--- src/design/gmt_pkg.sv ---
package gmt_pkg;

  localparam int GROUPS_DEF = 16;
  localparam int SLOTS_DEF  = 16;

  localparam int OP_W   = 2;
  localparam int GRP_W  = 8;
  localparam int MEM_W  = 22;
  localparam int STAT_W = 2;

  typedef enum logic [OP_W-1:0] {
    OP_ADD    = 2'd0,
    OP_DELETE = 2'd1,
    OP_CLEAR  = 2'd2,
    OP_UNUSED = 2'd3
  } op_e;

  typedef enum logic [STAT_W-1:0] {
    ST_OK      = 2'd0,
    ST_ILLEGAL = 2'd1,
    ST_EMPTY   = 2'd2,
    ST_FULL    = 2'd3
  } status_e;

  typedef struct packed {
    logic clr;
    logic load;
    logic scan;
    logic finish;
  } cmd_t;

  typedef struct packed {
    logic clr_last;
    logic need_scan;
    logic scan_done;
    logic out_free;
  } sts_t;

endpackage

--- src/design/gmt_ctrl.sv ---
module gmt_ctrl import gmt_pkg::*; (
  input  logic clk_i,
  input  logic rst_ni,
  input  logic req_valid_i,
  output logic req_ready_o,
  input  sts_t sts_i,
  output cmd_t cmd_o
);
  typedef enum logic [1:0] {
    S_CLR,
    S_IDLE,
    S_SCAN,
    S_DONE
  } state_e;

  state_e state_q, state_d;

  always_comb begin
    state_d = state_q;
    cmd_o   = '0;
    unique case (state_q)
      S_CLR: begin
        cmd_o.clr = 1'b1;
        if (sts_i.clr_last) begin
          state_d = S_IDLE;
        end
      end
      S_IDLE: begin
        if (req_valid_i) begin
          cmd_o.load = 1'b1;
          state_d    = sts_i.need_scan ? S_SCAN : S_DONE;
        end
      end
      S_SCAN: begin
        cmd_o.scan = 1'b1;
        if (sts_i.scan_done) begin
          state_d = S_DONE;
        end
      end
      S_DONE: begin
        if (sts_i.out_free) begin
          cmd_o.finish = 1'b1;
          state_d      = S_IDLE;
        end
      end
      default: state_d = S_IDLE;
    endcase
  end

  always_ff @(posedge clk_i or negedge rst_ni) begin
    if (!rst_ni) begin
      state_q <= S_CLR;
    end else begin
      state_q <= state_d;
    end
  end

  assign req_ready_o = (state_q == S_IDLE);
endmodule

--- config.mk ---
export PLATFORM = sky130hd
export DESIGN_NAME = gmt_ctrl
export DESIGN_NICKNAME = d
export VERILOG_FILES = /design/src/design/gmt_pkg.sv /design/src/design/gmt_ctrl.sv
export SDC_FILE = /design/constraint.sdc
export NUM_CORES = 1
export LEC_CHECK = 0
export BUFFER_PORTS_ARGS = -buffer_cell sky130_fd_sc_hd__buf_2
export CAP_MARGIN = 0
export CORE_AREA = 2 2 39 41
export DETAILED_ROUTE_END_ITERATION = 7
export DIE_AREA = 0 0 41 43
export SLEW_MARGIN = 20
export SYNTH_ARGS = -nofsm -noshare
export SYNTH_HDL_FRONTEND = slang
export SYNTH_SLANG_ARGS = --single-unit
--- constraint.sdc ---
create_clock -name clk_i -period 2.27 [get_ports clk_i]
set_clock_uncertainty 0.15 [all_clocks]
set_input_delay 0.227 -clock clk_i [delete_from_list [all_inputs] [get_ports clk_i]]
set_output_delay 0.227 -clock clk_i [all_outputs]
set_load 0.03 [all_outputs]
==> results.py <==
metrics = {
    "final_layout": {
        "nNetsFinal": 47,
        "antenna_cells": 0,
        "top_regs": "state_q: 2 flops",
        "largest_reg_flops": 2,
        "max_flop_register": "state_q",
        "drive_gt1_frac": 0.500,
        "areaGrowthSynthToFinish_pct": 55.1,
        "instances_no_fill": 50,
        "fillers": 158,
    },
    "logic_synthesis": {
        "synth_seq_area_share": 0.256,
        "synth_top_area_cell": "dfrtp_1",
        "synth_common_cells": "4 x ha_1, 4 x inv_1, 2 x dfrtp_1, 2 x mux2_1, 2 x nand2b_1",
        "ys_ff_latch": 2,
        "yosys-top-cells-area": "dfrtp_1 26%, ha_1 26%, mux2_1 12%",
        "synth_area_sq_um": 195,
        "synthesis.nets": 30,
        "ys_types": 10,
        "yosys_warnings": 0,
        "synth_flop_cell": "dfrtp_1",
        "synth_top_area_share": 0.256,
        "synthCells": 19,
        "synth_enable_flop_cells": 0,
        "async_reset_ff_frac": 1.00,
        "synth_area_per_cell_sq_um": 10.3,
    },
    "timing": {
        "period_share": 0.719,
        "relSlewSlack": 0.871,
        "min_period_ns": 1.63,
        "setup_violations": 0,
        "hold_viol_final": 0,
        "tns_ns": 0,
        "rsz0062_at_grt": "no",
        "fmax_mhz": 613,
        "tightest_slew_ns": 0.194,
        "slew_viol_final": 0,
        "whs_ns": 0.162,
    },
    "detailed_routing": {
        "antenna_left": 0,
        "dr.pass1.iters": 2,
        "wl_per_cell_um": 7.48,
        "drcViolationCount": 0,
        "num_vias": 173,
        "drt-initial-drc-count": 2,
        "avgViaCountPerCell": 3.46,
        "drt_wl_total_um": 374,
    },
    "run_status": {
        "status": "completed",
    },
    "global_route": {
        "gr-total-overflow": 0,
        "grt.total_usage": 0.0563,
        "antenna_found_initial": 0,
        "grt_max_degree": 5,
        "grt_pass1_vias": 149,
        "grt_pass1_wl_um": 572,
    },
    "critical_path": {
        "r2r_slack_ns": 0.72,
        "cp-end-kind": "output pin",
        "cp_data_required_time_ns": 1.89,
        "critPathKind": "reg -> out",
        "cp-start-kind": "flop",
        "cp_max_fo": 4,
        "arrival_ns": 1.25,
    },
    "cts": {
        "cts-root-buf": "clkbuf_4",
        "cts_max_path_buffers": 2,
        "h-tree-depth": 1,
        "cts_resized": 0,
        "cts-buffers-inserted": 3,
        "insertion_delay_ns": 0.22,
        "clock-sinks": 2,
        "cts_tree": "done",
        "cts_post_setup_buffers_inserted": 0,
        "clkTransAtPathRegs_ns": 0.03,
        "cts_hold_buf": 1,
    },
    "power": {
        "power_density_nw_per_um2": 1400,
        "clock_power_share": 0.185,
        "comb_power_share": 0.641,
        "total_power_mw": 0.423,
        "p_leak_nw": 0.163,
        "p_sw_mw": 0.200,
        "swShare": 0.472,
        "seq_power_share": 0.174,
        "ir_drop_v": 0.000335,
        "intPower_mw": 0.223,
    },
    "floorplan": {
        "design.die.area_sq_um": 1760,
        "die_y_um": 43,
        "coreArea_sq_um": 1380,
        "die_x_um": 41,
        "fp-row-count": 14,
        "boundaryPins": 12,
        "start_util": 0.141,
    },
    "hold_path": {
        "hp-class": "in -> async",
    },
    "placement": {
        "gp_congestion": 0.620,
        "port_buffers": 11,
        "dp_cells": 46,
        "hpwlAfterDp_um": 326,
    },
    "run": {
        "cap_violations": 0,
    },
}
[placed cells by master, fill, tap and decap left out, drive strengths merged]
cell         netlist  routed
nand2b             3       3
buf                0      11
and2               2       2
dfrtp              2       2
clkbuf             0       3
inv                4       4
o211ai             1       1
mux2               2       2
ha                 4       4
dlygate4sd3        0       1
o2111ai            1       1
[kinds of logic (layout without fill, tap and decap cells)]
logic type,after synthesis,after routing,share of synthesized area
and+or+nand+nor,5,5,0.180
adders and majority gates,4,4,0.256
DFF,2,2,0.256
muxes,2,2,0.115
buffers and inverters,4,19,0.0769
AOI/OAI and AO/OA,2,2,0.115
[power groups by stage]
| stage | sequential (mW) | clock, mW | combinational [mW] |
|---|---|---|---|
| after global placement | 0.0731 | 0 | 0.276 |
| final | 0.0737 | 0.0785 | 0.271 |
| after floorplan | 0.0707 | 0 | 0.223 |
| after global routing | 0.0763 | 0.0882 | 0.307 |
| after CTS | 0.0742 | 0.0845 | 0.280 |
| after detailed placement | 0.0746 | 0 | 0.279 |
[final timing paths]
check	start	endpoint	cells past startpoint
setup / recovery	state_q[1]	cmd_o[2]	4
hold / removal	rst_ni	state_q[1]	2
setup reg to reg	state_q[0]	state_q[0]	5
hold reg to reg	state_q[1]	state_q[1]	1
max in group asynchronous	rst_ni	state_q[0]	2
min in group clk_i	sts_i[2]	state_q[0]	3
[area by class of cell]
cell class                 instances  area (sq um)  share of cell area
multi-input combinational         13           130               0.430
timing repair buffer              12          65.1               0.215
sequential                         2          50.0               0.165
clock buffer                       3          22.5              0.0744
tap                               16          20.0              0.0661
inverter                           4          15.0              0.0496
[per-layer routing]
metal	part of all wire	global-route usage	wire, um	vias to the layer above
met5	0	0	0	-
met4	0	0.0600	0	0
met3	0.11	0.0471	40	0
met2	0.45	0.0656	169	8
met1	0.44	0.0548	164	72
li1	-	-	-	93
[critical path: stages, from the launching register on]
cell and delay (ns):
dfrtp_1 0.39, inv_1 0.09, ha_1 0.21, and2_2 0.15
buf_2 0.18
[stage by stage]
step | util | instance area, sq um | setup slack (ns)
2_1_floorplan | - | 195 | 0.535
3_3_place_gp | 0.195 | 270 | 0.720
3_5_place_dp | 0.195 | 270 | 0.693
4_1_cts | 0.219 | 303 | 0.609
5_1_grt | 0.219 | 303 | 0.527
6_report | 0.219 | 303 | 0.638
No activity file was read; power rests on OpenSTA's default activity.
