--- config.mk ---
export PLATFORM = sky130hd
export DESIGN_NAME = gmt_dp
export DESIGN_NICKNAME = d
export VERILOG_FILES = /design/src/design/gmt_pkg.sv /design/src/design/gmt_dp.sv
export SDC_FILE = /design/constraint.sdc
export NUM_CORES = 1
export LEC_CHECK = 0
export BUFFER_PORTS_ARGS = -buffer_cell sky130_fd_sc_hd__buf_2
export CAP_MARGIN = 40
export CORE_UTILIZATION = 25
export DETAILED_ROUTE_END_ITERATION = 8
export PLACE_DENSITY = 0.53
export SLEW_MARGIN = 20
export SYNTH_ARGS = -nofsm -noshare
export SYNTH_HDL_FRONTEND = slang
export SYNTH_SLANG_ARGS = --single-unit
--- constraint.sdc ---
create_clock -name clk_i -period 1.74 [get_ports clk_i]
set_clock_uncertainty 0.15 [all_clocks]
set_input_delay 0.348 -clock clk_i [delete_from_list [all_inputs] [get_ports clk_i]]
set_output_delay 0.348 -clock clk_i [all_outputs]
set_load 0.03 [all_outputs]
--- src/design/gmt_pkg.sv ---
package gmt_pkg;

  localparam int GROUPS_DEF = 16;
  localparam int SLOTS_DEF  = 16;

  localparam int OP_W   = 2;
  localparam int GRP_W  = 8;
  localparam int MEM_W  = 22;
  localparam int STAT_W = 2;

  typedef enum logic [OP_W-1:0] {
    OP_ADD    = 2'd0,
    OP_DELETE = 2'd1,
    OP_CLEAR  = 2'd2,
    OP_UNUSED = 2'd3
  } op_e;

  typedef enum logic [STAT_W-1:0] {
    ST_OK      = 2'd0,
    ST_ILLEGAL = 2'd1,
    ST_EMPTY   = 2'd2,
    ST_FULL    = 2'd3
  } status_e;

  typedef struct packed {
    logic clr;
    logic load;
    logic scan;
    logic finish;
  } cmd_t;

  typedef struct packed {
    logic clr_last;
    logic need_scan;
    logic scan_done;
    logic out_free;
  } sts_t;

endpackage

--- src/design/gmt_dp.sv ---
module gmt_dp import gmt_pkg::*; #(
  parameter int GROUPS = GROUPS_DEF,
  parameter int SLOTS  = SLOTS_DEF,
  localparam int DEPTH = GROUPS * SLOTS,
  localparam int AW    = (DEPTH > 1) ? $clog2(DEPTH) : 1
) (
  input  logic              clk_i,
  input  logic              rst_ni,
  input  cmd_t              cmd_i,
  output sts_t              sts_o,
  input  logic [OP_W-1:0]   operation_i,
  input  logic [GRP_W-1:0]  group_id_i,
  input  logic [MEM_W-1:0]  member_id_i,
  output logic              ram_we_o,
  output logic [AW-1:0]     ram_waddr_o,
  output logic [MEM_W:0]    ram_wdata_o,
  output logic [AW-1:0]     ram_raddr_o,
  input  logic [MEM_W:0]    ram_rdata_i,
  input  logic              rsp_ready_i,
  output logic              rsp_valid_o,
  output logic [STAT_W-1:0] status_o
);
  localparam int SW    = $clog2(SLOTS + 1);

  logic [OP_W-1:0]   op_q;
  logic [MEM_W-1:0]  id_q;
  logic              legal_q;
  logic [AW-1:0]     addr_q;
  logic [AW-1:0]     ev_addr_q;
  logic [SW-1:0]     slot_q;
  logic              pend_q;
  logic              seen_q, seen_d;
  logic              found_q, found_d;
  logic              rsp_valid_q;
  logic [STAT_W-1:0] status_q;
  status_e           status_d;

  logic              legal;
  logic [AW-1:0]     base;
  logic              issue;
  logic              rd_valid;
  logic [MEM_W-1:0]  rd_id;
  logic              add_wr;

  assign legal    = ({1'b0, group_id_i} < (GRP_W + 1)'(GROUPS));
  assign base     = AW'(32'(group_id_i) * SLOTS);
  assign issue    = cmd_i.scan && (slot_q != SW'(SLOTS));
  assign rd_valid = ram_rdata_i[MEM_W];
  assign rd_id    = ram_rdata_i[MEM_W-1:0];

  always_comb begin
    ram_we_o    = 1'b0;
    ram_waddr_o = ev_addr_q;
    ram_wdata_o = '0;
    add_wr      = 1'b0;
    if (cmd_i.clr) begin
      ram_we_o    = 1'b1;
      ram_waddr_o = addr_q;
    end else if (cmd_i.scan && pend_q) begin
      unique case (op_q)
        OP_ADD: begin
          if (!found_q && !rd_valid) begin
            add_wr      = 1'b1;
            ram_we_o    = 1'b1;
            ram_wdata_o = {1'b1, id_q};
          end
        end
        OP_DELETE: begin
          if (rd_valid && (rd_id == id_q)) begin
            ram_we_o = 1'b1;
          end
        end
        OP_CLEAR: ram_we_o = 1'b1;
        default: ram_we_o = 1'b0;
      endcase
    end
  end

  assign ram_raddr_o = addr_q;
  assign seen_d      = seen_q | (cmd_i.scan & pend_q & rd_valid);
  assign found_d     = found_q | add_wr;

  always_comb begin
    if (!legal_q) begin
      status_d = ST_ILLEGAL;
    end else begin
      unique case (op_q)
        OP_ADD:    status_d = found_q ? ST_OK : ST_FULL;
        OP_DELETE,
        OP_CLEAR:  status_d = seen_q ? ST_OK : ST_EMPTY;
        default:   status_d = ST_OK;
      endcase
    end
  end

  always_ff @(posedge clk_i or negedge rst_ni) begin
    if (!rst_ni) begin
      addr_q      <= '0;
      slot_q      <= '0;
      pend_q      <= 1'b0;
      seen_q      <= 1'b0;
      found_q     <= 1'b0;
      legal_q     <= 1'b0;
      op_q        <= '0;
      rsp_valid_q <= 1'b0;
    end else begin
      if (cmd_i.load) begin
        op_q    <= operation_i;
        legal_q <= legal;
        addr_q  <= base;
        slot_q  <= '0;
        pend_q  <= 1'b0;
        seen_q  <= 1'b0;
        found_q <= 1'b0;
      end else if (cmd_i.clr) begin
        addr_q <= addr_q + AW'(1);
      end else if (cmd_i.scan) begin
        if (issue) begin
          addr_q <= addr_q + AW'(1);
          slot_q <= slot_q + SW'(1);
        end
        pend_q  <= issue;
        seen_q  <= seen_d;
        found_q <= found_d;
      end
      if (cmd_i.finish) begin
        rsp_valid_q <= 1'b1;
      end else if (rsp_ready_i) begin
        rsp_valid_q <= 1'b0;
      end
    end
  end

  always_ff @(posedge clk_i) begin
    if (cmd_i.load) begin
      id_q <= member_id_i;
    end
    if (cmd_i.scan) begin
      ev_addr_q <= addr_q;
    end
    if (cmd_i.finish) begin
      status_q <= status_d;
    end
  end

  assign sts_o.clr_last  = (addr_q == AW'(DEPTH - 1));
  assign sts_o.need_scan = legal && (operation_i != OP_UNUSED);
  assign sts_o.scan_done = found_q || (!pend_q && (slot_q == SW'(SLOTS)));
  assign sts_o.out_free  = !rsp_valid_q || rsp_ready_i;

  assign rsp_valid_o = rsp_valid_q;
  assign status_o    = status_q;
endmodule

==> reports/summary.log <==
qor: critical_path.critical-path-slowest-cell edfxtp_1
qor: routing.dr.pass1.iters 4
qor: clocking.cts-buffers-inserted 5
qor: critical_path.critical_path_s_largest_stage_delay 0.41 ns
qor: critical_path.worstSetupPathType flip-flop to output port
qor: worst_hold_path.worst_hold_path_type input port to flip-flop
qor: global_routing.grtUsageTotal 13.41%
qor: sta.hold_viol_final 0
qor: power_and_ir_drop.p_leak 1.971 nW
qor: routing.antenna_violating_nets_post_route 0
qor: floorplanning.pin_count 109
qor: power_and_ir_drop.power.ir.vdd_worst 0.3589 mV
qor: run_status.failed_checks negative setup slack
qor: routing.detail_route.iter0.violations 71
qor: critical_path.reg2reg_from slot_q[0]$_DFFE_PN0P_
qor: power_and_ir_drop.p_total 3.029 mW
qor: sta.finalCritPeriodShare 140.4%
qor: sta.final_max_slew_viol_count 0
qor: critical_path.worst_ep_required_time 1.24 ns
qor: finish.drive_above_1_share 62.63%
qor: routing.dr_vias 2230
qor: global_routing.total_gr_overflow 0
qor: sta.max_freq 0.4094 GHz
qor: routing.finalWirelength 7.206 mm
qor: critical_path.arrival 1.94 ns
qor: critical_path.worstPathMaxFanout 2
qor: finish.most-common-layout-cells buf_2 (73), buf_6 (47), buf_4 (45)
qor: place.io_buffers 108
qor: global_routing.grt_pass1_vias 2313
qor: yosys.share_of_flip_flops_with_an_asynchronous_set_or_reset_after_synthesis 38.46%
qor: sta.unrepaired_setup_endpoints_after_global_routing yes
qor: global_routing.grt_max_degree 36
qor: yosys.synth_area_per_cell 11.98 µm²
qor: critical_path.reg2reg_slack -0.08 ns
qor: clocking.cts.sinks 52
qor: yosys.synth.yosys.seq_area_share 56.45%
qor: sta.timing.final.ws_setup -0.7026 ns
qor: floorplanning.chipHeight 103.8 µm
qor: yosys.synth.area.top_cells edfxtp_1 (37%), dfrtp_1 (19%), xor2_1 (7.8%), and2_1 (5.3%), mux2_2 (3.5%)
qor: routing.via_per_inst 4.280
qor: sta.timing_worst_slew_pin_value 0.5165 ns
qor: finish.synthToLayoutAreaGrowth 70.57%
qor: run.timing.max_cap.violations 0
qor: worst_hold_path.hold_start member_id_i[15]
qor: critical_path.r2r-end ram_raddr_o[0]$_DFFE_PN0P_
qor: global_routing.first_pass_grt_wire_length 11.36 mm
qor: sta.layout_min_cycle_time 2.443 ns
qor: place.gp_congestion 0.7774
qor: routing.drt_drc_violations_left 0
qor: finish.antenna-diode-count 0
qor: yosys.synth_edf_count 32
qor: finish.num-nets-final 456
qor: clocking.cts-htree-levels 2
qor: critical_path.crit_path_end ram_we_o
qor: run_status.status complete, but fails checks
qor: place.detailedPlacementHpwl 4.900 mm
qor: critical_path.ff2ff_path_depth 8
qor: yosys.yosys.area.top_type edfxtp_1
qor: clocking.clock_insertion_delay_worst_skew 0.31 ns
qor: clocking.worst_setup_hold_path_clk_slew 0.10 ns
qor: yosys.ys_seq_elements 52
qor: sta.slew-limit-headroom 65.57%
qor: critical_path.cp-end-kind output port
qor: yosys.yosysUniqueCellTypes 40
qor: global_routing.grt_antenna_before_repair 0
qor: sta.report.final.setup_viol 38
qor: finish.commonest_non_fill_non_tap_cell_in_the_layout buf_2
qor: yosys.synth_area 2589 µm²
qor: routing.avgRoutedWirePerCell 13.83 µm
qor: yosys.syn_nets 285
qor: power_and_ir_drop.power_per_cell_area 686.0 nW/µm²
qor: floorplanning.starting_density_of_the_core 26.12%
qor: floorplanning.core 9910 µm²
qor: clocking.clk_root_buf clkbuf_8
qor: critical_path.crit_path_cell_trace xor2_1 > nor4_2 > buf_4 > nand4_1 > o31ai_4 > buf_6
qor: floorplanning.die_w 103.8 µm
qor: floorplanning.die_area 10770 µm²
qor: sta.final.setup.tns -14.33 ns
qor: critical_path.crit_start id_q[20]$_DFFE_PP_
qor: clocking.tritoncts built
qor: yosys.synth-main-ff-cell edfxtp_1
qor: yosys.yosysWarnings 0
qor: floorplanning.rows 36
qor: clocking.ctsLongestPathBuffers 2
qor: yosys.synth_largest_type_area_fraction 37.12%
qor: critical_path.critPathLaunchType flip-flop
qor: yosys.syn_inst 216
==> state kept, by name (all words and copies together), names as in the netlist <==
register     cells
id_q            22
ev_addr_q        8
ram_raddr_o      8
slot_q           5
op_q             2
status_o         2
found_q          1
legal_q          1
pend_q           1
rsp_valid_o      1
seen_q           1
==> Yosys cell counts, drive strengths merged (3+ instances only) <==
library cell and number:
inv 7, xnor2 3, and2 22, clkbuf 3, nand4 5, nand3 4
buf 4, edfxtp 32, nor2 11, dfrtp 20, a22oi 3, a21oi 6
o21ai 9, mux2 8, nor4 5, nand2 12, ha 7, xor2 23
and3 3, or3 3, nand2b 6
==> metrics by stage <==
stage          util (%)  cells  worst slack (ns)  hold WS, ns  instance area (µm²)
3_5_place_dp      37.01    486           -0.5740       0.2054                 3667
2_1_floorplan         -    216           -0.1323     -0.09759                 2733
6_report          44.56    521           -0.7026      0.05811                 4415
3_3_place_gp      37.01    486           -0.5884       0.2012                 3667
4_1_cts           44.27    517           -0.7276      0.04065                 4387
5_1_grt           44.56    521           -0.8097      0.03444                 4415
==> cells by family after synthesis <==
logic type	share of synthesized area [%]
compound gates	6.960
xor+xnor	8.797
fa+ha+maj	3.383
buf+inv	2.513
flops	56.45
mux	4.253
simple gates	17.64
==> cell type report <==
| cell class | instances | area [µm²] |
|---|---|---|
| tap | 133 | 166.4 |
| multi-input combinational | 150 | 1296 |
| clock buffer | 5 | 68.82 |
| clock inverter | 3 | 46.29 |
| inverter | 7 | 26.28 |
| sequential | 52 | 1471 |
| timing repair buffer | 171 | 1340 |
| fill | 961 | 5494 |
==> routing by layer <==
layer  up-vias  routed length (µm)  track usage [%]
li1       1105                   -                -
met1      1050                3054            16.35
met2        67                3709            23.68
met3         8                 364            3.084
met4         0                  78            3.571
met5         -                   0                0
==> power breakdown <==
| part | switching [mW] | internal (mW) | total [mW] |
|---|---|---|---|
| Clock | 0.436 | 0.437 | 0.872 |
| Sequential | 0.0620 | 1.41 | 1.48 |
| Combinational | 0.339 | 0.341 | 0.680 |
==> critical path, delay by kind of cell, from the launching register on <==
family | cells | cell delay, ns
AND/OR/NAND/NOR | 2 | 0.50
flip-flops | 1 | 0.41
buffers and inverters | 2 | 0.33
AO/OA/AOI/OAI | 1 | 0.22
XOR/XNOR | 1 | 0.17
==> how the worst min path moves through the flow <==
stage                                       to  cells past startpoint
floorplan                  found_q$_DFFE_PN0P_                      0
global placement    ram_raddr_o[6]$_DFFE_PN0P_                      1
detailed placement  ram_raddr_o[6]$_DFFE_PN0P_                      1
CTS                         id_q[15]$_DFFE_PP_                      1
global route                id_q[15]$_DFFE_PP_                      1
finish                      id_q[15]$_DFFE_PP_                      1
==> timing repair <==
action | CTS | global route
endpoints found under the setup margin | 43 | 44
resized for setup | 109 | 15
hold endpoints to repair | 20 | 0
hold buffers | 1 | 0
pin swaps | 32 | 12
gates cloned | 3 | 0
setup buffers | 20 | 7
Power figures use the tool's default switching activity.
