`src/design/gmt_ram.sv`:
```
module gmt_ram #(
  parameter int WIDTH = 8,
  parameter int DEPTH = 16,
  localparam int AW = (DEPTH > 1) ? $clog2(DEPTH) : 1
) (
  input  logic             clk_i,
  input  logic             we_i,
  input  logic [AW-1:0]    waddr_i,
  input  logic [WIDTH-1:0] wdata_i,
  input  logic [AW-1:0]    raddr_i,
  output logic [WIDTH-1:0] rdata_o
);
  logic [WIDTH-1:0] mem_q [DEPTH];
  logic [WIDTH-1:0] rdata_q;

  always_ff @(posedge clk_i) begin
    if (we_i) begin
      mem_q[waddr_i] <= wdata_i;
    end
    rdata_q <= mem_q[raddr_i];
  end

  assign rdata_o = rdata_q;
endmodule

```
`config.mk`:
```
export PLATFORM = sky130hd
export DESIGN_NAME = gmt_ram
export DESIGN_NICKNAME = d
export VERILOG_FILES = /design/src/design/gmt_ram.sv
export SDC_FILE = /design/constraint.sdc
export NUM_CORES = 1
export LEC_CHECK = 0
export CAP_MARGIN = 20
export CELL_PAD_IN_SITES_DETAIL_PLACEMENT = 2
export CELL_PAD_IN_SITES_GLOBAL_PLACEMENT = 2
export CORE_MARGIN = 2
export CORE_UTILIZATION = 50
export DETAILED_ROUTE_END_ITERATION = 8
export DONT_BUFFER_PORTS = 1
export GPL_TIMING_DRIVEN = 0
export PLACE_DENSITY_LB_ADDON = 0.1
export SLEW_MARGIN = 15
export SYNTH_ARGS = -nofsm -noshare
export SYNTH_HDL_FRONTEND = slang
export SYNTH_SLANG_ARGS = --single-unit
export TNS_END_PERCENT = 10
```
`constraint.sdc`:
```
create_clock -name clk_i -period 3.3 [get_ports clk_i]
set_clock_uncertainty 0.05 [all_clocks]
set_input_delay 0.33 -clock clk_i [delete_from_list [all_inputs] [get_ports clk_i]]
set_output_delay 0.33 -clock clk_i [all_outputs]
set_load 0.03 [all_outputs]
```
==> flow_summary.yaml, run 1 <==
critical_path:
  required_ns: 3.65
  endpoint: "rdata_o[3]$_DFF_P_"
  path_buf_inv: 0
  crit_type: "flop to flop"
  cp_cell_sequence: "mux4_1 > a22oi_1 > nand2_1"
  crit_start: "mem_q[5][3]$_DFFE_PP_"
  cp_slowest_cell: "mux4_1"
  rr_worst_depth: 3
  worstSetupEndpointType: "flop"
  cp_top_family: "multiplexers"
  path_max_fanout: 1
  ff2ff_setup_slack_ns: 1.78
  cp_num_cells: 3
  start_kind: "flop"
  reg2reg_from: "mem_q[5][3]$_DFFE_PP_"
  reg2reg_to: "rdata_o[3]$_DFF_P_"
  arrival_ns: 1.88
  cp_slowest_stage_delay_ns: 0.62
drt:
  dr_total_vias: 2470
  wirelength_um: 13100
  drt-vias-per-instance: 6.08
  drc_errors: 0
  drt-pass1-iter-count: 4
  drt_iter0_drc: 192
  drtAntennaViolNets: 0
  routedWlPerCell_um: 32.2
cts:
  cts-root-buf: "clkbuf_8"
  cts.sinks: 136
  clkLatencyLatePin_ns: 0.51
  cts.path.max_buffers: 2
  path_clk_slew_ns: 0.06
  htree_levels: 4
  cts_made_buffers: 17
  cts_tree: "built"
timing:
  max_freq_mhz: 656
  slew_viol_final: 0
  fin_crit_sh: 0.462
  rsz0062_at_grt: "no"
  max_slew_margin: 0.398
  setup_violations: 0
  tightest_slew_ns: 0.900
  period_minus_slack_ns: 1.52
  hold_ws_ns: 0.0458
  final-hold-violation-count: 0
  worst_slack_ns: 1.78
  setup_tns_ns: 0
die:
  coreArea_um2: 10100
  die_w_um: 105
  die_y_um: 105
  initial_utilization: 0.508
  die_area_um2: 11100
  rows: 37
  boundaryPins: 26
layout:
  drive_above_1_share: 0.230
  area_delta_synth_final_pct: 16.3
  n_fill_cell: 785
  finalNetCount: 274
  finalInstanceArea_um2: 5990
synth:
  yosysSeqAreaShare: 0.778
  synth_top_area_frac: 0.747
  yosys-top-cells-count: "128 x edfxtp_1, 18 x mux4_2, 16 x a22oi_1"
  yosys_register_bits: 136
  avgSynthCellArea_um2: 22.5
  syn_area_um2: 5150
  synth_top_flop_cell: "edfxtp_1"
  synth_nets: 247
  netlist_instances: 229
  ys_warn_count: 0
  synth-edff-count: 128
  ys_types: 19
  synth-async-reset-ratio: 0
  yosysMostFrequentCell: "edfxtp_1"
  synth_area_leaders: "edfxtp_1 75%, mux4_2 7.9%, mux4_1 7.1%"
  synth_top_cell_by_area: "edfxtp_1"
grt:
  grt_pass1_wl_um: 19200
  antenna_found_initial: 1
  grt_pass1_vias: 2719
  grt_use_total: 0.254
  grt-ovfl-total: 0
  grt_max_degree: 17
place:
  gp_congestion: 0.763
  io_buffer_count: 0
  placed_area_um2: 5330
  place_ws_ns: 1.18
  hpwl_um: 7870
flow_run:
  maxCapViolations: 0
power:
  p_per_area_nw_per_um2: 666
  max-vdd-ir-drop_v: 0.000394
  p_leak_nw: 1.94
worst_hold_path:
  min_path_type: "input port to flop"
outcome:
  status: "finished clean"
how the worst min path moves through the flow:
stage | start | to | slack [ns] | cells past startpoint
floorplan | wdata_i[0] | mem_q[0][0]$_DFFE_PP_ | 0.38 | 0
global placement | wdata_i[6] | mem_q[6][6]$_DFFE_PP_ | 0.38 | 0
detailed placement | wdata_i[6] | mem_q[4][6]$_DFFE_PP_ | 0.38 | 0
CTS | waddr_i[0] | mem_q[8][5]$_DFFE_PP_ | 0.04 | 1
global route | waddr_i[0] | mem_q[4][5]$_DFFE_PP_ | 0.04 | 1
finish | waddr_i[0] | mem_q[4][5]$_DFFE_PP_ | 0.05 | 1
placed cells by master (no fill, tap or decap):
| cell type | n |
|---|---|
| edfxtp_1 | 128 |
| clkbuf_8 | 1 |
| nand2b_1 | 2 |
| buf_4 | 1 |
| clkbuf_16 | 16 |
| mux4_2 | 18 |
| inv_6 | 3 |
| clkinv_4 | 3 |
| nor2b_1 | 1 |
| bufinv_16 | 2 |
| clkdlybuf4s25_2 | 3 |
| nor2_1 | 13 |
| and2_1 | 1 |
| nand3b_1 | 2 |
| or3b_2 | 1 |
| buf_2 | 3 |
| buf_6 | 3 |
| a22oi_1 | 16 |
| clkinv_1 | 2 |
| nand3_1 | 1 |
| clkinvlp_4 | 4 |
| dlygate4sd3_1 | 8 |
| nor3_2 | 4 |
| clkbuf_1 | 1 |
| mux4_1 | 14 |
| nand2_1 | 9 |
| diode_2 | 1 |
| and2b_1 | 1 |
| dfxtp_1 | 8 |
layer usage:
layer | track usage | wire [µm]
met1 | 0.365 | 5780
met2 | 0.397 | 6570
met3 | 0.0507 | 578
met4 | 0.0819 | 150
met5 | 0 | 0
state kept, by name, indices dropped and copies added (netlist names):
name	flops
mem_q	128
rdata_o	8
final cells by class:
| type | count | area, µm² | area share |
|---|---|---|---|
| antenna | 1 | 2.50 | 0.000418 |
| buffer | 10 | 86.3 | 0.0144 |
| clock buffer | 18 | 418 | 0.0698 |
| clock inverter | 14 | 150 | 0.0251 |
| multi-input combinational | 83 | 1080 | 0.180 |
| sequential | 136 | 4000 | 0.669 |
| tap | 136 | 170 | 0.0284 |
| timing repair buffer | 8 | 80.1 | 0.0134 |
through the flow:
step	utilization	std cells	power, mW
floorplan	-	229	2.10
global placement	0.524	365	2.13
detailed placement	0.525	365	2.15
CTS	0.589	405	4.00
global route	0.591	406	4.07
finish	0.591	406	3.99
cells by family after synthesis:
family / count (synthesis) / share of synthesized area
mux: 32 / 0.150
flops: 136 / 0.778
compound gates: 16 / 0.0233
simple gates: 35 / 0.0318
buf+inv: 10 / 0.0168
power breakdown:
group | internal, mW | total, mW | leakage (nW) | switching [mW]
clock network | 1.08 | 1.84 | 0.263 | 0.762
registers | 1.93 | 1.97 | 1.22 | 0.0391
logic | 0.0693 | 0.177 | 0.456 | 0.107
total | 3.08 | 3.99 | 1.94 | 0.909
timing repair:
item                                   CTS  global route
buffers inserted                         0             0
endpoints found under the hold margin  128             0
resized for setup                        0             0
hold buffers                             8             0
No activity file was read; power rests on OpenSTA's default activity.
==> inputs of run 2 (changes only) <==
==> constraint.sdc (replaced) <==
create_clock -name clk_i -period 1.6 [get_ports clk_i]
set_clock_uncertainty 0.05 [all_clocks]
set_input_delay 0.16 -clock clk_i [delete_from_list [all_inputs] [get_ports clk_i]]
set_output_delay 0.16 -clock clk_i [all_outputs]
set_load 0.03 [all_outputs]
==> run 2 against run 1 <==
  * The flow now finishes with violations (hold timing)
  * Register-to-register slack worse by 1.7 ns
  * Critical path depth unchanged
  * Count of clock-buffer cells in the layout up 1
  * Power up 110%
  * Via count down 0.73%
  * Die area unchanged
  * Wire length down 0.50%
  * Sequential share of layout area down 0.55 points
  * Cell count up 0.49%
  * Global-route usage down 0.092 points
  * Utilization up 0.49 points
  * First-iteration DRC count up 1.0%
  * Critical path type unchanged
  * Critical endpoint is now rdata_o[2]$_DFF_P_
  * Highest routed layer unchanged
==> flow_summary.yaml, run 2 (synthesis gave the netlist of run 1 again) <==
critical_path:
  worstSetupEndpointType: "flop"
  crit_type: "flop to flop"
  rr_worst_depth: 3
  required_ns: 1.95
  path_max_fanout: 1
  ff2ff_setup_slack_ns: 0.11
  start_kind: "flop"
  arrival_ns: 1.84
timing:
  setup_violations: 0
  final-hold-violation-count: 20
  period_minus_slack_ns: 1.49
  rsz0062_at_grt: "no"
  fin_crit_sh: 0.929
  max_slew_margin: 0.429
  worst_slack_ns: 0.113
  max_freq_mhz: 672
  slew_viol_final: 0
  tightest_slew_ns: 0.854
  hold_ws_ns: -0.143
drt:
  drtAntennaViolNets: 0
  drt_iter0_drc: 194
  routedWlPerCell_um: 31.9
  wirelength_um: 13000
  drt-vias-per-instance: 6.01
  drt-pass1-iter-count: 4
  drc_errors: 0
  dr_total_vias: 2452
layout:
  largest_reg_flops: 128
  layout_commonest_cell: "edfxtp_1"
  finalNetCount: 277
  layout_common_cells: "128 x edfxtp_1, 18 x mux4_2, 16 x a22oi_1, 16 x clkbuf_16, 14 x mux4_1"
  finalInstanceArea_um2: 6040
  largest_register: "mem_q"
  drive_above_1_share: 0.228
  area_delta_synth_final_pct: 17.3
  n_fill_cell: 775
  finalNonFillerCells: 408
  insertedDiodeCount: 0
outcome:
  violations: "hold timing"
  status: "finished, violations left"
power:
  p_leak_nw: 1.98
  p_total_mw: 8.45
  p_int_mw: 6.65
  max-vdd-ir-drop_v: 0.000919
  p_clk_frac: 0.476
  p_per_area_nw_per_um2: 1400
  power_frac_seq: 0.481
  swShare: 0.213
  combPwrFrac: 0.043
  p_sw_mw: 1.80
cts:
  cts.sinks: 136
  cts.path.max_buffers: 2
  path_clk_slew_ns: 0.07
  cts-resized-gates: 0
  cts_made_buffers: 17
  cts-root-buf: "clkbuf_8"
  cts_tree: "built"
  clkLatencyLatePin_ns: 0.52
  htree_levels: 4
die:
  rows: 37
  die_w_um: 105
  die_y_um: 105
  initial_utilization: 0.508
  coreArea_um2: 10100
  boundaryPins: 26
  die_area_um2: 11100
place:
  hpwl_um: 7840
  io_buffer_count: 0
  placed_cells: 366
  gp_congestion: 0.788
  placed_area_um2: 5330
  place_ws_ns: -0.261
grt:
  grt_pass1_wl_um: 19100
  antenna_found_initial: 0
  grt-ovfl-total: 0
  grt_max_degree: 17
  grt_pass1_vias: 2736
  grt_use_total: 0.253
worst_hold_path:
  min_path_type: "input port to flop"
  holdPathStages: 1
flow_run:
  maxCapViolations: 0
## run 2: worst paths after layout
kind / from / to
max: mem_q[5][2]$_DFFE_PP_ / rdata_o[2]$_DFF_P_
min: waddr_i[0] / mem_q[4][1]$_DFFE_PP_
max reg2reg: mem_q[5][2]$_DFFE_PP_ / rdata_o[2]$_DFF_P_
min reg2reg: mem_q[0][6]$_DFFE_PP_ / rdata_o[6]$_DFF_P_
## run 2: stage by stage
step                 util  TNS, ns
floorplan               -        0
global placement    0.525    -7.00
detailed placement  0.525    -10.0
CTS                 0.594        0
global route        0.596        0
finish              0.596        0
## run 2: power by group through the flow
stage | Combinational [mW] | Clock (mW) | Sequential, mW
after global placement | 0.269 | 0 | 4.13
after detailed placement | 0.285 | 0 | 4.14
after global routing | 0.386 | 4.22 | 4.07
after floorplan | 0.202 | 0 | 4.12
final | 0.362 | 4.02 | 4.07
after CTS | 0.363 | 4.07 | 4.07
## run 2: per-layer routing
layer  global-route usage  part of all wire  vias up
li1                     -                 -     1035
met1                0.376              0.44     1312
met2                0.385              0.49       98
met3               0.0600             0.062        7
met4               0.0629            0.0078        0
met5                    0                 0        -
## run 2: worst max-delay path, cell delays in order (launching register included)
cell	delay [ns]
edfxtp_1	0.35
mux4_1	0.60
a22oi_1	0.27
nand2_1	0.11
## run 2: timing repair
item                      CTS  global route
hold endpoints to repair  157            28
hold buffers                9             1
buffers inserted            0             0
## run 2: layout make-up
type                    count  area [µm²]  area share
flip-flops and latches    136        4000       0.663
multi-input cells          83        1070       0.178
clock buffers              19         422      0.0698
clock inverters            13         179      0.0296
well taps                 136         170      0.0282
repair buffers             11         105      0.0174
plain buffers              10        86.3      0.0143
==> inputs of run 3 (changes only) <==
--- a/config.mk
+++ b/config.mk
@@ -5,7 +5,7 @@
 export SDC_FILE = /design/constraint.sdc
 export NUM_CORES = 1
 export LEC_CHECK = 0
-export CAP_MARGIN = 20
+export CAP_MARGIN = 0
 export CELL_PAD_IN_SITES_DETAIL_PLACEMENT = 2
 export CELL_PAD_IN_SITES_GLOBAL_PLACEMENT = 2
 export CORE_MARGIN = 2
@@ -13,7 +13,7 @@
 export DETAILED_ROUTE_END_ITERATION = 8
 export DONT_BUFFER_PORTS = 1
 export GPL_TIMING_DRIVEN = 0
-export PLACE_DENSITY_LB_ADDON = 0.1
+export PLACE_DENSITY = 0.76
 export SLEW_MARGIN = 15
 export SYNTH_ARGS = -nofsm -noshare
 export SYNTH_HDL_FRONTEND = slang
==> constraint.sdc (replaced) <==
create_clock -name clk_i -period 1.85 [get_ports clk_i]
set_clock_uncertainty 0.05 [all_clocks]
set_input_delay 0.185 -clock clk_i [delete_from_list [all_inputs] [get_ports clk_i]]
set_output_delay 0.185 -clock clk_i [all_outputs]
set_load 0.03 [all_outputs]
==> run 3 against run 2 <==
  * The run now ends clean
  * Sequential power fell by 14%
  * Non-clock buffer count unchanged
  * Cell count unchanged
  * Combinational power is 10% lower
  * Setup slack better by 0.16 ns
  * Critical path type unchanged
  * Largest cell class unchanged
==> flow_summary.yaml, run 3 (synthesis gave the netlist of run 1 again) <==
timing:
  max_freq_mhz: 635
  rsz0062_at_grt: "no"
  final-hold-violation-count: 0
  fin_crit_sh: 0.851
  slew_viol_final: 0
  setup_violations: 0
  max_slew_margin: 0.392
  period_minus_slack_ns: 1.57
  setup_tns_ns: 0
  hold_ws_ns: 0.0250
  tightest_slew_ns: 0.908
cts:
  post-cts-setup-buffers: 0
  htree_levels: 4
  cts-root-buf: "clkbuf_8"
  cts_made_buffers: 17
  clkLatencyLatePin_ns: 0.51
  cts.sinks: 136
  path_clk_slew_ns: 0.06
  cts-resized-gates: 0
  cts.path.max_buffers: 2
  cts_tree: "built"
die:
  rows: 37
  boundaryPins: 26
  die_y_um: 105
  coreArea_um2: 10100
  initial_utilization: 0.508
  die_w_um: 105
  die_area_um2: 11100
layout:
  area_delta_synth_final_pct: 17.8
  largest_register: "mem_q"
  insertedDiodeCount: 0
  post-route-util: 0.598
  n_fill_cell: 764
  drive_above_1_share: 0.228
  multiInputGateArea_um2: 1080
  seqCellArea_um2: 4000
  layout_common_cells: "128 x edfxtp_1, 18 x mux4_2, 16 x a22oi_1, 16 x clkbuf_16, 14 x mux4_1"
  layout_commonest_cell: "edfxtp_1"
  finalNetCount: 277
  largest_reg_flops: 128
  finalInstanceArea_um2: 6060
drt:
  drc_errors: 0
  drt-vias-per-instance: 6.12
  routedWlPerCell_um: 32.8
  dr_total_vias: 2495
  drt-pass1-iter-count: 4
  wirelength_um: 13400
  drtAntennaViolNets: 0
  drt_iter0_drc: 212
power:
  p_total_mw: 7.37
  max-vdd-ir-drop_v: 0.000688
  p_leak_nw: 1.98
  p_per_area_nw_per_um2: 1220
place:
  io_buffer_count: 0
  gp_congestion: 0.732
  hpwl_um: 7480
  placed_area_um2: 5330
grt:
  grt_pass1_vias: 2766
  grt-ovfl-total: 0
  grt_use_total: 0.262
  antenna_found_initial: 0
  grt_max_degree: 17
  grt_pass1_wl_um: 19500
critical_path:
  start_kind: "flop"
  arrival_ns: 1.90
  cp_cell_sequence: "mux4_2 > a22oi_1 > nand2_1"
  path_max_fanout: 1
  required_ns: 2.18
  cp_top_family: "multiplexers"
  path_buf_inv: 0
  cp_slowest_cell: "mux4_2"
  cp_slowest_stage_delay_ns: 0.46
  crit_type: "flop to flop"
  worstSetupEndpointType: "flop"
worst_hold_path:
  min_path_type: "input port to flop"
flow_run:
  maxCapViolations: 0
outcome:
  status: "finished clean"
run 3: cell count changes in the layout (fill, tap and decap cells not counted), sizes merged:
cell	previous run	this run
clkinv	6	3
clkbuf	19	21
buf	8	7
clkinvlp	3	4
dlygate4sd3	10	11
run 3: timing repair:
action	CTS	global route
hold buffers	11	0
endpoints found under the setup margin	0	0
hold endpoints to repair	161	0
run 3: metrics by stage:
| step | std cells | worst slack (ns) |
|---|---|---|
| 3_3_place_gp | 365 | -0.343 |
| 2_1_floorplan | 229 | 0.122 |
| 6_report | 408 | 0.276 |
| 5_1_grt | 408 | 0.227 |
| 3_5_place_dp | 365 | -0.0380 |
| 4_1_cts | 408 | 0.00292 |
run 3: where the power goes:
group,switching (mW),internal [mW]
clock network,1.30,2.23
logic,0.197,0.128
registers,0.0695,3.45
run 3: final timing paths:
path                                        startpoint                 end  slack [ns]  cells after the start
worst min register to register  mem_q[10][1]$_DFFE_PP_  rdata_o[1]$_DFF_P_        0.66                      3
worst min-delay path                        raddr_i[1]  rdata_o[7]$_DFF_P_        0.03                      3
worst max-delay path             mem_q[9][0]$_DFFE_PP_  rdata_o[0]$_DFF_P_        0.28                      3
worst max register to register   mem_q[9][0]$_DFFE_PP_  rdata_o[0]$_DFF_P_        0.28                      3
run 3: metal layers:
metal / up-vias / part of all wire / routed length, µm / GRT usage
met4: 0 / 0.010 / 134 / 0.0800
met5: - / 0 / 0 / 0
li1: 1041 / - / - / -
met3: 4 / 0.063 / 840 / 0.0612
met1: 1351 / 0.43 / 5760 / 0.375
met2: 99 / 0.50 / 6630 / 0.406
run 3: cell type report:
| type | instances | area share |
|---|---|---|
| clock buffer | 21 | 0.0724 |
| multi-input combinational | 83 | 0.178 |
| buffer | 10 | 0.0142 |
| tap | 136 | 0.0281 |
| timing repair buffer | 11 | 0.0182 |
| clock inverter | 11 | 0.0291 |
| sequential | 136 | 0.660 |
run 3: worst min-delay path: stages:
cell and delay [ns]:
mux4_2 0.17, a22oi_1 0.11, nand2_1 0.08
